### src/rtl/asfc_pkg.sv
`default_nettype none

package asfc_pkg;

    localparam int unsigned CfgIdxW = 4;
    localparam logic [7:0]  CrcPoly = 8'h07;

    typedef enum logic [CfgIdxW-1:0] {
        CFG_CRC_SEED        = 4'd0,
        CFG_CRC_CHECK_EN    = 4'd1,
        CFG_FIXED_CHECK_EN  = 4'd2,
        CFG_STATUS_FAIL_EN  = 4'd3
    } t_cfg_idx;

    typedef enum logic [2:0] {
        ERR_NONE     = 3'd0,
        ERR_TRANSFER = 3'd1,
        ERR_CRC      = 3'd2,
        ERR_FIXED    = 3'd3,
        ERR_STATUS   = 3'd4
    } t_err;

    typedef struct packed {
        logic [7:0] crc_seed;
        logic       crc_check_en;
        logic       fixed_check_en;
        logic       status_fail_en;
    } t_cfg;

    typedef struct packed {
        logic       transfer_ok;
        logic [7:0] angle_high_byte;
        logic [7:0] angle_low_byte;
        logic [7:0] status_byte;
        logic [7:0] received_crc;
    } t_frame;

    typedef struct packed {
        logic [14:0] angle;
        logic [2:0]  status_bits;
        logic [7:0]  crc_from_sensor;
        logic [7:0]  crc_computed;
        logic        crc_bad;
        logic        fixed_bad;
        logic        status_warn;
        logic        sample_valid;
    } t_check;

    function automatic logic [7:0] crc8_byte(input logic [7:0] crc_in,
                                             input logic [7:0] data);
        logic [7:0] crc;
        logic [7:0] d;
        logic       fb;
        crc = crc_in;
        d   = data;
        for (int k = 0; k < 8; k++) begin
            fb  = crc[7] ^ d[7];
            crc = {crc[6:0], 1'b0};
            if (fb) begin
                crc = crc ^ CrcPoly;
            end
            d = {d[6:0], 1'b0};
        end
        return crc;
    endfunction

endpackage

`default_nettype wire

### src/rtl/asfc_frame_check.sv
`default_nettype none

module asfc_frame_check (
    input  var asfc_pkg::t_frame i_frame,
    input  var asfc_pkg::t_cfg   i_cfg,
    output asfc_pkg::t_check     o_check
);

    logic [7:0] crc_a;
    logic [7:0] crc_b;
    logic [7:0] crc_c;
    logic       fixed_bad;
    logic       crc_bad;
    logic       status_nz;
    logic       valid;

    assign crc_a = asfc_pkg::crc8_byte(i_cfg.crc_seed, i_frame.angle_high_byte);
    assign crc_b = asfc_pkg::crc8_byte(crc_a, i_frame.angle_low_byte);
    assign crc_c = asfc_pkg::crc8_byte(crc_b, i_frame.status_byte);

    assign fixed_bad = i_frame.angle_low_byte[0] | (|i_frame.status_byte[7:3]);
    assign crc_bad   = (crc_c != i_frame.received_crc);
    assign status_nz = |i_frame.status_byte[2:0];

    assign valid = !(i_cfg.fixed_check_en && fixed_bad)
                && !(i_cfg.crc_check_en && crc_bad)
                && !(i_cfg.status_fail_en && status_nz);

    always_comb begin
        o_check = '0;
        if (i_frame.transfer_ok) begin
            o_check.angle           = {i_frame.angle_high_byte, i_frame.angle_low_byte[7:1]};
            o_check.status_bits     = i_frame.status_byte[2:0];
            o_check.crc_from_sensor = i_frame.received_crc;
            o_check.crc_computed    = crc_c;
            o_check.crc_bad         = crc_bad;
            o_check.fixed_bad       = fixed_bad;
            o_check.status_warn     = status_nz;
            o_check.sample_valid    = valid;
        end
    end

endmodule

`default_nettype wire

### src/rtl/angle_sensor_frame_checker_unit.sv
// channel | direction | handshake                | beat
// --------+-----------+--------------------------+-----------------------------------
// input   | in        | i_valid / o_stall        | transfer_ok and four frame bytes
// result  | out       | o_valid / i_stall        | sample fields and counters
// config  | in        | i_cfg_valid / o_cfg_ready| register index and write data
//
// one beat per cycle sustained while i_stall is low; input register, then result register
// crc-8 over three bytes and the counter updates sit between the two registers
// i_rst_n is synchronous, active low; clears counters, sequence and error, config to defaults
// a stalled result holds; the input register still takes one beat, then o_stall rises

`default_nettype none

module angle_sensor_frame_checker_unit (
    input  wire logic                          i_clk,
    input  wire logic                          i_rst_n,

    input  wire logic                          i_valid,
    output logic                               o_stall,
    input  wire logic                          i_transfer_ok,
    input  wire logic [7:0]                    i_angle_high_byte,
    input  wire logic [7:0]                    i_angle_low_byte,
    input  wire logic [7:0]                    i_status_byte,
    input  wire logic [7:0]                    i_received_crc,

    output logic                               o_valid,
    input  wire logic                          i_stall,
    output logic [14:0]                        o_angle,
    output logic [2:0]                         o_status_bits,
    output logic [7:0]                         o_crc_from_sensor,
    output logic [7:0]                         o_crc_computed,
    output logic                               o_sample_valid,
    output logic [31:0]                        o_sample_sequence,
    output logic [2:0]                         o_error_code,
    output logic [31:0]                        o_good_sample_count,
    output logic [31:0]                        o_transfer_fail_count,
    output logic [31:0]                        o_crc_fail_count,
    output logic [31:0]                        o_fixed_bit_fail_count,
    output logic [31:0]                        o_status_warn_count,

    input  wire logic                          i_cfg_valid,
    output logic                               o_cfg_ready,
    input  wire logic [asfc_pkg::CfgIdxW-1:0]  i_cfg_index,
    input  wire logic [7:0]                    i_cfg_data
);

    asfc_pkg::t_cfg   r_cfg;
    asfc_pkg::t_frame r_in;
    logic             r_in_valid;
    logic             r_out_valid;
    asfc_pkg::t_check chk;

    logic             out_adv;
    logic             move;
    logic             in_take;

    logic [14:0]      r_out_angle;
    logic [2:0]       r_out_status;
    logic [7:0]       r_out_rcrc;
    logic [7:0]       r_out_ccrc;
    logic             r_out_sample_valid;
    logic [31:0]      r_out_seq;

    logic [31:0]      r_last_seq;
    logic [31:0]      r_good_cnt;
    logic [31:0]      r_xfer_cnt;
    logic [31:0]      r_crc_cnt;
    logic [31:0]      r_fixed_cnt;
    logic [31:0]      r_warn_cnt;
    asfc_pkg::t_err   r_err;

    logic [31:0]      n_last_seq;
    logic [31:0]      n_good_cnt;
    logic [31:0]      n_xfer_cnt;
    logic [31:0]      n_crc_cnt;
    logic [31:0]      n_fixed_cnt;
    logic [31:0]      n_warn_cnt;
    asfc_pkg::t_err   n_err;
    logic [31:0]      n_seq;

    assign out_adv = !r_out_valid || !i_stall;
    assign move    = r_in_valid && out_adv;
    assign o_stall = r_in_valid && !out_adv;
    assign in_take = i_valid && !o_stall;

    assign o_cfg_ready = 1'b1;

    // config writes
    always_ff @(posedge i_clk) begin
        if (!i_rst_n) begin
            r_cfg.crc_seed       <= 8'd0;
            r_cfg.crc_check_en   <= 1'b1;
            r_cfg.fixed_check_en <= 1'b1;
            r_cfg.status_fail_en <= 1'b0;
        end else if (i_cfg_valid && o_cfg_ready) begin
            case (i_cfg_index)
                asfc_pkg::CFG_CRC_SEED:       r_cfg.crc_seed       <= i_cfg_data;
                asfc_pkg::CFG_CRC_CHECK_EN:   r_cfg.crc_check_en   <= i_cfg_data[0];
                asfc_pkg::CFG_FIXED_CHECK_EN: r_cfg.fixed_check_en <= i_cfg_data[0];
                asfc_pkg::CFG_STATUS_FAIL_EN: r_cfg.status_fail_en <= i_cfg_data[0];
                default: ;
            endcase
        end
    end

    // input register
    always_ff @(posedge i_clk) begin
        if (!i_rst_n) begin
            r_in_valid <= 1'b0;
        end else if (in_take) begin
            r_in_valid <= 1'b1;
        end else if (move) begin
            r_in_valid <= 1'b0;
        end
    end

    always_ff @(posedge i_clk) begin
        if (in_take) begin
            r_in.transfer_ok     <= i_transfer_ok;
            r_in.angle_high_byte <= i_angle_high_byte;
            r_in.angle_low_byte  <= i_angle_low_byte;
            r_in.status_byte     <= i_status_byte;
            r_in.received_crc    <= i_received_crc;
        end
    end

    asfc_frame_check u_check (
        .i_frame (r_in),
        .i_cfg   (r_cfg),
        .o_check (chk)
    );

    // counter and error update for one frame
    always_comb begin
        n_last_seq  = r_last_seq;
        n_good_cnt  = r_good_cnt;
        n_xfer_cnt  = r_xfer_cnt;
        n_crc_cnt   = r_crc_cnt;
        n_fixed_cnt = r_fixed_cnt;
        n_warn_cnt  = r_warn_cnt;
        n_err       = r_err;
        n_seq       = 32'd0;
        if (!r_in.transfer_ok) begin
            n_xfer_cnt = r_xfer_cnt + 32'd1;
            n_err      = asfc_pkg::ERR_TRANSFER;
        end else begin
            n_seq      = r_last_seq + 32'd1;
            n_last_seq = n_seq;
            if (chk.status_warn) begin
                n_warn_cnt = r_warn_cnt + 32'd1;
                if (r_cfg.status_fail_en) begin
                    n_err = asfc_pkg::ERR_STATUS;
                end
            end
            if (!chk.sample_valid) begin
                if (chk.crc_bad) begin
                    n_crc_cnt = r_crc_cnt + 32'd1;
                    n_err     = asfc_pkg::ERR_CRC;
                end
                if (r_cfg.fixed_check_en && chk.fixed_bad) begin
                    n_fixed_cnt = r_fixed_cnt + 32'd1;
                    n_err       = asfc_pkg::ERR_FIXED;
                end
            end else begin
                n_good_cnt = r_good_cnt + 32'd1;
            end
        end
    end

    always_ff @(posedge i_clk) begin
        if (!i_rst_n) begin
            r_out_valid <= 1'b0;
            r_last_seq  <= 32'd0;
            r_good_cnt  <= 32'd0;
            r_xfer_cnt  <= 32'd0;
            r_crc_cnt   <= 32'd0;
            r_fixed_cnt <= 32'd0;
            r_warn_cnt  <= 32'd0;
            r_err       <= asfc_pkg::ERR_NONE;
        end else if (move) begin
            r_out_valid <= 1'b1;
            r_last_seq  <= n_last_seq;
            r_good_cnt  <= n_good_cnt;
            r_xfer_cnt  <= n_xfer_cnt;
            r_crc_cnt   <= n_crc_cnt;
            r_fixed_cnt <= n_fixed_cnt;
            r_warn_cnt  <= n_warn_cnt;
            r_err       <= n_err;
        end else if (out_adv) begin
            r_out_valid <= 1'b0;
        end
    end

    // result payload
    always_ff @(posedge i_clk) begin
        if (move) begin
            r_out_angle        <= chk.angle;
            r_out_status       <= chk.status_bits;
            r_out_rcrc         <= chk.crc_from_sensor;
            r_out_ccrc         <= chk.crc_computed;
            r_out_sample_valid <= chk.sample_valid;
            r_out_seq          <= n_seq;
        end
    end

    // counters only move when a new result loads, so they match the held beat
    assign o_valid                = r_out_valid;
    assign o_angle                = r_out_angle;
    assign o_status_bits          = r_out_status;
    assign o_crc_from_sensor      = r_out_rcrc;
    assign o_crc_computed         = r_out_ccrc;
    assign o_sample_valid         = r_out_sample_valid;
    assign o_sample_sequence      = r_out_seq;
    assign o_error_code           = r_err;
    assign o_good_sample_count    = r_good_cnt;
    assign o_transfer_fail_count  = r_xfer_cnt;
    assign o_crc_fail_count       = r_crc_cnt;
    assign o_fixed_bit_fail_count = r_fixed_cnt;
    assign o_status_warn_count    = r_warn_cnt;

endmodule

`default_nettype wire

### config.mk
export PLATFORM = sky130hd
export DESIGN_NAME = angle_sensor_frame_checker_unit
export DESIGN_NICKNAME = d
export VERILOG_FILES = /design/src/rtl/asfc_pkg.sv /design/src/rtl/asfc_frame_check.sv /design/src/rtl/angle_sensor_frame_checker_unit.sv
export SDC_FILE = /design/constraint.sdc
export NUM_CORES = 1
export LEC_CHECK = 0
export BUFFER_PORTS_ARGS = -buffer_cell sky130_fd_sc_hd__buf_2
export CAP_MARGIN = 20
export CORE_AREA = 2 2 241 243
export CTS_CLUSTER_SIZE = 12
export DETAILED_ROUTE_END_ITERATION = 10
export DIE_AREA = 0 0 243 245
export HOLD_SLACK_MARGIN = 0.02
export PLACE_DENSITY = 0.45
export SLEW_MARGIN = 40
export SYNTH_ARGS = -nofsm -noshare
export SYNTH_HDL_FRONTEND = slang
export SYNTH_SLANG_ARGS = --single-unit
### constraint.sdc
create_clock -name i_clk -period 3.5 [get_ports i_clk]
set_input_delay 0 -clock i_clk [delete_from_list [all_inputs] [get_ports i_clk]]
set_output_delay 0 -clock i_clk [all_outputs]
set_load 0.01 [all_outputs]
* Word-level counts from Yosys, hierarchy flattened
Cells that the tools add are included.
** Cells by class
- Multiplexer cells :: 35
- Equal/unequal tests :: 4
- Reductions and logical operators :: 32
- $add $sub $neg :: 6
- Bitwise operators :: 51
** Operator list (number)
- adder 32 x 1 -> 32 bit, second input constant :: 6
- 2-to-1 mux 3 bit :: 30
- NOT 3 bit :: 24
- XOR 1 bit :: 24
- AND reduction 2 bit :: 6
- logical AND 1 bit :: 9
- equality test 4 x 2 -> 1 bit, second input constant :: 2
- inequality test 8 bit :: 1
- AND reduction 4 bit :: 2
- zero test 1 bit :: 7
- AND reduction 3 bit :: 2
- OR reduction 5 bit :: 1
- equality test 4 x 1 -> 1 bit, second input constant :: 1
- zero test 4 bit :: 1
- 2-to-1 mux 1 bit :: 4
- 2-to-1 mux 4 bit :: 1
- nonzero test 2 bit :: 2
- OR reduction 3 bit :: 1
- NOT 1 bit :: 2
- logical OR 1 bit :: 1
- bitwise OR 1 bit :: 1
** Storage, ports and cells
- Bits of input ports :: 50
- Register bits after elaboration :: 308

* Depth between registers and ports, before layout
Gate-level depths: netlist of run 1.
- Depth in word-level cells :: 59
- Mapped depth :: 11

* Hierarchy
A second synthesis of run 1 with hierarchy kept.
** Unflattened totals
- Cells, all modules :: 1458
- Area, all modules :: 14249.9 um^2
** Modules (own cells, without submodules)
- angle_sensor_frame_checker_unit :: area an instance 12995.0 um^2, instances 1, cells an instance 1330
- asfc_frame_check :: area an instance 1255.0 um^2, instances 1, cells an instance 128

* Worst setup path before layout of run 1
Ideal clock, no wire load.
- Path kind :: register -> register
- Start point :: reg r_out_valid, in the netlist o_valid
- End point :: reg r_crc_cnt[30], in the netlist o_crc_fail_count[30]
- Buffers on the path :: 2
- Path slack :: -362 ps
- Cell stages (with the launch flop) :: 10
- Data required time :: 3430 ps
- Arrival time :: 3791 ps
- Cell sequence :: dfxtp_1 > a21bo_2 > clkbuf_1 > inv_1 > nand2_1 > a31oi_1 > nand4_2 > buf_2 > or4_1 > a21oi_1
** On the way
- Word-level cells in the longest chain between the ends :: 4
** Ends and longest elaborated chain
- start, declared :: RTL line angle_sensor_frame_checker_unit.sv:50 : logic r_out_valid;
- start signal, assigned :: RTL line angle_sensor_frame_checker_unit.sv:172 : r_out_valid <= 1'b0;
- start signal, assigned :: RTL line angle_sensor_frame_checker_unit.sv:181 : r_out_valid <= 1'b1;
- start signal, assigned :: RTL line angle_sensor_frame_checker_unit.sv:190 : r_out_valid <= 1'b0;
- zero test 1 bit :: RTL line angle_sensor_frame_checker_unit.sv:81 : assign out_adv = !r_out_valid || !i_stall;
- logical OR 1 bit :: RTL line angle_sensor_frame_checker_unit.sv:81
- logical AND 1 bit :: RTL line angle_sensor_frame_checker_unit.sv:82 : assign move = r_in_valid && out_adv;
- net move :: RTL line angle_sensor_frame_checker_unit.sv:54 : logic move;
- AND reduction 4 bit (no source line)
- end signal, assigned :: RTL line angle_sensor_frame_checker_unit.sv:185 : r_crc_cnt <= n_crc_cnt;
- end, declared :: RTL line angle_sensor_frame_checker_unit.sv:67 : logic [31:0] r_crc_cnt;
The timed path passes the listed nets, and every way through them passes these cells.
A chain may end at the register's enable or synchronous reset.

* Worst setup path after layout of run 1
- Start point :: reg r_in[16] (netlist name)
- End point :: reg r_crc_cnt[31], in the netlist o_crc_fail_count[31]
** On the way
- Word-level cells in the longest chain between the ends :: 16
- Elaborated cells on any way between the ends :: 25
** Ends and longest elaborated chain
- start, declared :: RTL line angle_sensor_frame_checker_unit.sv:48 : asfc_pkg::t_frame r_in;
- XOR 1 bit :: RTL line asfc_pkg.sv:57 : fb = crc[7] ^ d[7];
- 2-to-1 mux 3 bit :: RTL line asfc_pkg.sv:59 : if (fb) begin
- NOT 3 bit (no source line) or XOR 1 bit (tied branches)
- 2-to-1 mux 3 bit :: RTL line asfc_pkg.sv:59
- NOT 3 bit (no source line) or XOR 1 bit (tied branches)
- 2-to-1 mux 3 bit :: RTL line asfc_pkg.sv:59
- XOR 1 bit or NOT 3 bit (tied branches)
- 2-to-1 mux 3 bit :: RTL line asfc_pkg.sv:59
- inequality test 8 bit :: RTL line asfc_frame_check.sv:22 : assign crc_bad = (crc_c != i_frame.received_crc);
- logical AND 1 bit :: RTL line asfc_frame_check.sv:26 : && !(i_cfg.crc_check_en && crc_bad)
- zero test 1 bit :: RTL line asfc_frame_check.sv:26
- logical AND 1 bit :: RTL line asfc_frame_check.sv:26
- logical AND 1 bit :: RTL line asfc_frame_check.sv:27 : && !(i_cfg.status_fail_en && status_nz);
- 2-to-1 mux 4 bit (*) :: RTL line asfc_frame_check.sv:31 : if (i_frame.transfer_ok) begin
- NOT 1 bit (no source line)
- AND reduction 4 bit (no source line) (*)
Mark *: on every way between the ends. The rest lies on a longest branch, timed or not.

==> impl_metrics.tcl, run 1 <==
set metrics [dict create \
    busiest_layer "met2" \
    placed_cells 2462 \
    worst_hold_slack_ns 0.1528 \
    fin_crit_sh_pct 99.41 \
    grt_max_degree 69 \
    power_uw 9062 \
    grt_usage_pct 14.10 \
    die_w_um 243 \
    synthAdderAreaFrac_pct 0.5331 \
    yosys.cell_types.count 57 \
    cts_tree "done" \
    clock.fmax_mhz 287.4 \
    core-area_um2 57030 \
    cts_buffer_depth 3 \
    insertion_delay_ns 0.55 \
    antenna_cells 0 \
    ir_worst_vdd_mv 0.3210 \
    slew_headroom_pct 48.16 \
    syn_inst 1411 \
    clock_sinks 308 \
    regToRegStartpoint "r_in[16]$_DFFE_PP_" \
    arrival_ns 3.95 \
    dp_hpwl_mm 29.72 \
    ys_top_cells_by_area "dfxtp_1 (30%), edfxtp_1 (21%), xor2_1 (5.7%)" \
    wl_mm 43.33 \
    clockRootBuffer "clkbuf_16" \
    hold_viol_final 0 \
    drv_slew 0 \
    antenna_found_initial 1 \
    ant_nets 0 \
    leakagePower_uw 0.007465 \
    cap_violations 0 \
    grt_use_met2_pct 22.75 \
    post-place-ws_ns -0.09855 \
    htreeDepth 2 \
    num_rows 88 \
    rsz0062_at_grt "yes" \
    nNetsFinal 1878 \
    synthFlopType "dfxtp_1" \
    clk_pin_slew_ns 0.06 \
    synthSimpleGateAreaFrac_pct 21.17 \
    cp_max_fo 6 \
    viasPerCell 4.480 \
    grt_pass1_vias 11400 \
    syn_area_um2 14080 \
    grt_overflow 0 \
    synthMuxAreaShare_pct 0.9241 \
    crit_path_start_kind "flip-flop" \
    vias 11700 \
    final.min_clock_period_ns 3.479 \
    drtPass1Iterations 5 \
    synth.avg_cell_area_um2 9.979 \
    ys_seq_area_share_pct 50.90 \
    detail_route.wl_per_cell_um 16.60 \
    hold_class "in2reg" \
    synth_compound_area_share_pct 8.655 \
    outcome "finished, final reports clean" \
    final_common_cell "buf_2" \
    yosys_register_bits 308 \
    numCtsBuffers 40 \
    synthArstFlopShare_pct 0 \
    synthToLayoutAreaGrowth_pct 35.81 \
    drt_iter0_markers 529 \
    synth-edff-count 100 \
    worstMarginPinSlew_ns 0.7705 \
    grt_use_met3_pct 4.384 \
    setup_violations 0 \
    crit_start "r_in[16]$_DFFE_PP_" \
    finalWorstSetupSlack_ns 0.02062 \
    end_kind "flip-flop" \
    place.gp.congestion 0.7783 \
    use_met1_pct 18.17 \
    required_ns 3.97 \
    synth_nets 1467 \
    layout.cells.non_filler 2611 \
    grt_pass1_wl_mm 66.08 \
    crit_type "reg2reg" \
    dieArea_um2 59540 \
    p_per_area_nw_per_um2 473.9 \
    ios 283 \
    final_cell_mix "buf_2 (282), dfxtp_1 (208), nor2_1 (181)" \
    yosys_warnings 0 \
    synth_top_area_share_pct 29.57 \
    start_util_pct 24.69 \
    synth_area_leader_cell "dfxtp_1" \
    min_from "i_angle_low_byte[3]" \
    drc 0 \
    die_height_um 245 \
    synth_top_family_by_area "simple AND/OR/NAND/NOR gates" \
    clock_skew_ns 0.01963 \
    synth-xor-area-share_pct 15.40 \
    numPortBuffers 281 \
    drive_above_1_share_pct 26.16 \
]
[kinds of logic after synthesis]
kind of cell / after synthesis
and+or+nand+nor: 598
buffers and inverters: 87
xor gates and xnor gates: 197
other: 1
AOI/OAI and AO/OA: 201
muxes: 13
adders and majority gates: 6
DFF: 308
[layer usage]
metal  routed length (um)  vias up  share of wire [%]
met3                 2978       59                6.9
li1                     -     5791                  -
met1                19210     5589                 44
met4                 1007        0                2.3
met2                20140      258                 46
met5                    0        -                  0
[sequential cells by signal (all words and copies together), names as in the netlist, 3 cells and up]
register / count
o_status_warn_count: 32
o_transfer_fail_count: 32
o_good_sample_count: 32
r_cfg: 11
o_sample_sequence: 32
r_last_seq: 32
r_in: 33
o_angle: 15
o_crc_computed: 8
o_status_bits: 3
o_error_code: 3
o_crc_from_sensor: 8
o_fixed_bit_fail_count: 32
o_crc_fail_count: 32
[final cells by class]
cell class | instances | area [um^2]
Tap cell | 765 | 957.2
Fill cell | 5955 | 37910
Inverter | 30 | 121.4
Timing Repair Buffer | 425 | 2728
Sequential cell | 308 | 7167
Multi-Input combinational cell | 1017 | 6922
Clock inverter | 14 | 142.6
Clock buffer | 52 | 1086
[critical path: stages (launching register included)]
cell	delay [ns]
edfxtp_1	0.42
xnor3_1	0.42
xnor2_2	0.16
buf_4	0.17
xor3_1	0.37
xor3_2	0.28
a211oi_4	0.06
buf_12	0.15
o211ai_4	0.40
nand4_1	0.22
buf_6	0.21
or4_4	0.41
a21oi_2	0.12
[stage by stage]
step	setup TNS, ns	utilization (%)	instance area, um^2
finish	0	33.53	19120
global route	-0.6379	33.53	19120
CTS	0	32.90	18770
detailed placement	-1.247	29.42	16780
global placement	-0.05155	29.32	16720
floorplan	0	-	14080
[where the power goes]
group          switching [uW]  internal [uW]  total, uW
sequential               47.4           3790       3840
combinational             619            665       1280
clock                    1620           2330       3940
[synthesized netlist by cell type, drive strengths merged, types with 3 or more instances]
cell type  number
xnor2          77
clkbuf         49
xor2           92
o211ai          3
nor2          181
xor3           13
o31ai          14
or4            14
nand2b          4
nor3           16
xnor3          15
a21oi          89
ha              6
and4           18
a211oi          3
or2             3
dfxtp         208
nand2         114
o21ai          63
and3           31
o211a           3
edfxtp        100
nor4            6
nand4          35
nand3          65
mux2i          13
inv            29
buf             8
nand3b          6
a2111oi        10
and2           43
o21a            4
or3            58
[final timing paths]
kind | endpoint | slack (ns) | cells after the start
worst max-delay path | o_crc_fail_count[31]$_SDFFE_PN0P_ | 0.02 | 12
worst min-delay path | r_in[19]$_DFFE_PP_ | 0.15 | 2
worst max register to register | o_crc_fail_count[31]$_SDFFE_PN0P_ | 0.02 | 12
worst min register to register | r_last_seq[1]$_SDFFE_PN0P_ | 0.48 | 2
[timing repair]
| item | CTS | global route |
|---|---|---|
| gates resized for setup | 17 | 42 |
| endpoints found under the hold margin | 68 | 0 |
| endpoints found under the setup margin | 31 | 52 |
| buffers inserted | 9 | 13 |
| gates cloned | 1 | 2 |
| pin swaps | 9 | 10 |
| hold buffers | 58 | 0 |
Note: power is estimated with default switching activity, not from simulation.
==> inputs of run 2 (changes only) <==
--- a/config.mk
+++ b/config.mk
@@ -5,14 +5,14 @@
 export SDC_FILE = /design/constraint.sdc
 export NUM_CORES = 1
 export LEC_CHECK = 0
-export BUFFER_PORTS_ARGS = -buffer_cell sky130_fd_sc_hd__buf_2
-export CAP_MARGIN = 20
+export CAP_MARGIN = 15
 export CORE_AREA = 2 2 241 243
 export CTS_CLUSTER_SIZE = 12
 export DETAILED_ROUTE_END_ITERATION = 10
 export DIE_AREA = 0 0 243 245
+export DONT_BUFFER_PORTS = 1
 export HOLD_SLACK_MARGIN = 0.02
-export PLACE_DENSITY = 0.45
+export PLACE_DENSITY = 0.39
 export SLEW_MARGIN = 40
 export SYNTH_ARGS = -nofsm -noshare
 export SYNTH_HDL_FRONTEND = slang
==> constraint.sdc (replaced) <==
create_clock -name i_clk -period 3.6 [get_ports i_clk]
set_input_delay 0 -clock i_clk [delete_from_list [all_inputs] [get_ports i_clk]]
set_output_delay 0 -clock i_clk [all_outputs]
set_load 0.01 [all_outputs]
==> run 2 against run 1 <==
Effect of this change: final area is 9.2% lower; clock skew is 0.0020 ns higher; critical path type unchanged; critical path depth is 2 lower; worst hold slack worse by 0.073 ns; critical endpoint is now o_good_sample_count[31]$_SDFFE_PN0P_; count of clock-buffer cells in the layout is 5 higher; clock power is 2% lower; largest cell class unchanged; non-clock buffer count is 297 lower; sequential cell count stayed put; via count is 10% lower; total power is 6.4% lower; register-to-register slack better by 0.11 ns.
==> impl_metrics.tcl, run 2 (synthesized netlist as in run 1, its figures left out) <==
set metrics [dict create \
    outcome "finished, final reports clean" \
    ir_worst_vdd_mv 0.3070 \
    cts_tree "done" \
    grt_overflow 0 \
    dieArea_um2 59540 \
    slew_headroom_pct 41.83 \
    htreeDepth 2 \
    p_per_area_nw_per_um2 488.4 \
    cp_max_fo 5 \
    dp_hpwl_mm 28.79 \
    setup_violations 0 \
    power_uw 8479 \
    crit_path_start_kind "flip-flop" \
    grt_use_met3_pct 6.429 \
    detail_route.wl_per_cell_um 18.07 \
    cpPeakStageDelay_ns 0.47 \
    drv_slew 0 \
    grt_pass1_vias 10440 \
    grt_max_degree 98 \
    largest_reg_flops 33 \
    die_height_um 245 \
    ios 283 \
    cap_violations 0 \
    final_common_cell "dfxtp_1" \
    wl_mm 41.83 \
    final_util_pct 30.44 \
    hold_class "in2reg" \
    vias 10520 \
    grt_use_met2_pct 21.89 \
    drt_iter0_markers 378 \
    numPortBuffers 0 \
    cp_cell_sequence "xor3_1 -> xnor3_1 -> xnor3_1 -> or3_1 -> a211oi_4 -> o211a_2 -> o211ai_1 -> buf_4 -> or3_1 -> mux2i_1" \
    antenna_found_initial 0 \
    use_met1_pct 16.95 \
    start_util_pct 24.69 \
    synthToLayoutAreaGrowth_pct 23.30 \
    final_cell_mix "dfxtp_1 (208), nor2_1 (181), nand2_1 (114)" \
    fillers 6080 \
    leakagePower_uw 0.005948 \
    largest_register "r_in" \
    insertion_delay_ns 0.56 \
    required_ns 4.04 \
    worstMarginPinSlew_ns 0.8697 \
    die_w_um 243 \
    clock_sinks 308 \
    numCtsBuffers 39 \
    drtPass1Iterations 5 \
    rsz0062_at_grt "yes" \
    stdcell_area_um2 17360 \
    fin_crit_sh_pct 96.29 \
    grt_pass1_wl_mm 63.70 \
    busiest_layer "met2" \
    viasPerCell 4.544 \
    clock.fmax_mhz 288.5 \
    hold_viol_final 0 \
    grt_usage_pct 13.85 \
    ant_nets 0 \
    antenna_cells 0 \
    core-area_um2 57030 \
    drive_above_1_share_pct 10.45 \
    crit_type "reg2reg" \
    place_area_um2 15360 \
    num_rows 88 \
    arrival_ns 3.91 \
    cts_buffer_depth 3 \
    cpMaxStageDelayCell "xor3_1" \
    end_kind "flip-flop" \
    drc 0 \
    nNetsFinal 1579 \
    clockRootBuffer "clkbuf_16" \
    clk_pin_slew_ns 0.06 \
    final.min_clock_period_ns 3.467 \
    clock_skew_ns 0.02160 \
    place.gp.congestion 0.7577 \
]
## run 2: report_power, final
part,leakage (uW),internal (uW),switching [uW]
Sequential,0.00262,3690,84.0
Combinational,0.00273,429,422
Clock,0.000604,2310,1550
## run 2: worst paths after layout
check	start	endpoint	slack [ns]	depth (start not counted)
max	r_in[27]$_DFFE_PP_	o_good_sample_count[31]$_SDFFE_PN0P_	0.13	10
min	i_angle_high_byte[4]	r_in[28]$_DFFE_PP_	0.08	1
max reg2reg	r_in[27]$_DFFE_PP_	o_good_sample_count[31]$_SDFFE_PN0P_	0.13	10
min reg2reg	r_last_seq[1]$_SDFFE_PN0P_	r_last_seq[1]$_SDFFE_PN0P_	0.48	2
## run 2: per-stage QoR
stage | setup TNS [ns] | hold slack, ns | worst slack (ns) | std cells
5_1_grt | -0.1272 | 0.05064 | -0.03362 | 2315
3_5_place_dp | -0.06526 | 0.07804 | -0.06526 | 2179
2_1_floorplan | 0 | 0.09887 | 0.3329 | 1411
4_1_cts | 0 | 0.03175 | 0.00007905 | 2311
3_3_place_gp | -0.01308 | 0.07805 | -0.01308 | 2177
6_report | 0 | 0.07932 | 0.1334 | 2315
## run 2: critical path: cells and delay by family (launching register included)
family	cells	cell delay [ns]
xor+xnor	3	1.13
buf+inv	1	0.17
mux	1	0.13
compound gates	3	0.75
simple gates	2	0.74
flops	1	0.46
## run 2: layout make-up
| type | count | area (um^2) | area share (%) |
|---|---|---|---|
| repair buffers | 128 | 1192 | 6.868 |
| flip-flops and latches | 308 | 7167 | 41.28 |
| inverters | 30 | 123.9 | 0.7135 |
| well taps | 765 | 957.2 | 5.513 |
| clock inverters | 11 | 108.9 | 0.6270 |
| clock buffers | 57 | 1126 | 6.486 |
| multi-input cells | 1016 | 6686 | 38.51 |
## run 2: timing repair
action	CTS	global route
hold buffers	62	0
gates resized for setup	2	23
endpoints found under the setup margin	1	39
pin swaps	1	6
buffers inserted	2	4
hold endpoints to repair	165	0
## run 2: layer usage
layer	up-vias	part of all wire [%]
li1	5194	-
met1	5031	44
met3	49	9.3
met5	-	0
met2	245	45
met4	0	2.0
==> inputs of run 3 (changes only) <==
--- a/config.mk
+++ b/config.mk
@@ -7,12 +7,14 @@
 export LEC_CHECK = 0
 export CAP_MARGIN = 15
 export CORE_AREA = 2 2 241 243
+export CTS_BUF_LIST = sky130_fd_sc_hd__clkbuf_8
 export CTS_CLUSTER_SIZE = 12
 export DETAILED_ROUTE_END_ITERATION = 10
 export DIE_AREA = 0 0 243 245
 export DONT_BUFFER_PORTS = 1
 export HOLD_SLACK_MARGIN = 0.02
 export PLACE_DENSITY = 0.39
+export SETUP_SLACK_MARGIN = 0.5
 export SLEW_MARGIN = 40
 export SYNTH_ARGS = -nofsm -noshare
 export SYNTH_HDL_FRONTEND = slang
==> run 3 against run 2 <==
Effect of this change: worst hold slack better by 0.030 ns; die area stayed put; clock power decreased by 8.8%; setup slack got worse by 0.013 ns; clock skew is 0.0058 ns higher; maximum frequency shrank 0.38%; sequential cell count is the same; count of clock-buffer cells in the layout up 14; via count rose by 3.3%; global-route usage up 0.78 points; critical endpoint is now o_good_sample_count[9]$_SDFFE_PN0P_; largest power group is now registers; highest routed layer unchanged.
==> impl_metrics.tcl, run 3 (synthesized netlist as in run 1, its figures left out) <==
set metrics [dict create \
    place_area_um2 15460 \
    cp_cell_sequence "xor3_1 -> xnor3_2 -> xor3_1 -> or3_1 -> a21oi_4 -> o211ai_4 -> buf_6 -> buf_6 -> buf_16 -> a211oi_2 -> buf_4 -> nand3b_1 -> a21oi_1" \
    place.gp.congestion 0.7712 \
    cp_max_fo 5 \
    wl_mm 44.34 \
    cts_buffer_depth 3 \
    rsz0062_at_grt "yes" \
    grt_usage_pct 14.63 \
    drtPass1Iterations 4 \
    slew_headroom_pct 39.17 \
    final_cell_mix "dfxtp_1 (207), nor2_1 (181), nand2_1 (113)" \
    largest_reg_flops 33 \
    grt_pass1_vias 10870 \
    numPortBuffers 0 \
    clock_sinks 308 \
    cts_tree "done" \
    cpPeakStageDelay_ns 0.45 \
    clockRootBuffer "clkbuf_8" \
    fin_crit_sh_pct 96.66 \
    clock.fmax_mhz 287.4 \
    ir_worst_vdd_mv 0.2542 \
    dp_hpwl_mm 30.05 \
    die_height_um 245 \
    required_ns 4.16 \
    setup_violations 0 \
    numCtsBuffers 61 \
    drc 0 \
    drv_slew 0 \
    ios 283 \
    insertion_delay_ns 0.64 \
    start_util_pct 24.69 \
    p_per_area_nw_per_um2 454.0 \
    crit_path_start_kind "flip-flop" \
    arrival_ns 4.04 \
    die_w_um 243 \
    hold_viol_final 0 \
    vias 10870 \
    leakagePower_uw 0.006525 \
    antenna_found_initial 2 \
    viasPerCell 4.457 \
    drt_iter0_markers 462 \
    grt_max_degree 89 \
    worst_hold_slack_ns 0.1095 \
    cpMaxStageDelayCell "edfxtp_1" \
    final.min_clock_period_ns 3.480 \
    outcome "finished, final reports clean" \
    final_common_cell "dfxtp_1" \
    detail_route.wl_per_cell_um 18.19 \
    largest_register "r_in" \
    end_kind "flip-flop" \
    dieArea_um2 59540 \
    clk_pin_slew_ns 0.06 \
    grt_pass1_wl_mm 67.16 \
    hold_class "in2reg" \
    core-area_um2 57030 \
    nNetsFinal 1677 \
    synthToLayoutAreaGrowth_pct 31.37 \
    worstMarginPinSlew_ns 0.9099 \
    drive_above_1_share_pct 16.04 \
    num_rows 88 \
    stdcell_area_um2 18500 \
    ant_nets 0 \
    htreeDepth 2 \
    clock_skew_ns 0.02736 \
    crit_type "reg2reg" \
    cap_violations 0 \
    grt_overflow 0 \
]
-- run 3: final cells by class --
type,count,area [um^2]
antenna,2,5.005
timing repair buffer,204,2012
tap,765,957.2
clock inverter,42,222.7
sequential,308,7168
multi-input combinational,1016,7034
clock buffer,71,977.2
inverter,30,121.4
fill,5915,38540
-- run 3: worst max-delay path, delay by kind of cell, from the launching register on --
family                 cells  cell delay (ns)
AO/OA/AOI/OAI              4             0.73
XOR/XNOR                   3             1.13
buffers and inverters      4             0.61
flip-flops                 1             0.45
AND/OR/NAND/NOR            2             0.46
-- run 3: timing repair --
action	in CTS	in global routing
gates resized for setup	30	57
hold buffers	110	0
endpoints found under the hold margin	179	0
buffers inserted	11	15
cloned	3	0
endpoints found under the setup margin	68	75
pin swaps	19	12
-- run 3: final timing paths --
check,endpoint,startpoint,slack [ns],cells past startpoint
max,o_good_sample_count[9]$_SDFFE_PN0P_,r_in[31]$_DFFE_PP_,0.12,13
min reg2reg,r_last_seq[1]$_SDFFE_PN0P_,r_last_seq[1]$_SDFFE_PN0P_,0.48,2
min,o_valid$_SDFFE_PN0P_,i_stall,0.11,3
max reg2reg,o_good_sample_count[9]$_SDFFE_PN0P_,r_in[31]$_DFFE_PP_,0.12,13
-- run 3: per-stage QoR --
stage / setup TNS, ns / instances / total power, uW / setup WS (ns) / utilization, %
6_report: 0 / 2438 / 8398 / 0.1202 / 32.43
5_1_grt: -0.2721 / 2437 / 8810 / -0.03923 / 32.43
4_1_cts: 0 / 2421 / 8497 / 0.09621 / 31.81
3_5_place_dp: -0.01363 / 2184 / 4667 / -0.01363 / 27.11
3_3_place_gp: -0.001712 / 2182 / 4657 / -0.001712 / 27.02
2_1_floorplan: 0 / 1411 / 4404 / 0.4372 / -
-- run 3: power breakdown --
| part | internal, uW | switching (uW) |
|---|---|---|
| clock | 1920 | 1600 |
| sequential | 3690 | 88.5 |
| combinational | 588 | 511 |
| total | 6200 | 2200 |
-- run 3: layer usage --
metal | up-vias | routed length, um | track usage [%]
met4 | 0 | 935 | 4.186
met1 | 5145 | 18880 | 17.53
met2 | 256 | 20780 | 24.07
met5 | - | 0 | 0
met3 | 58 | 3742 | 6.014
li1 | 5406 | - | -
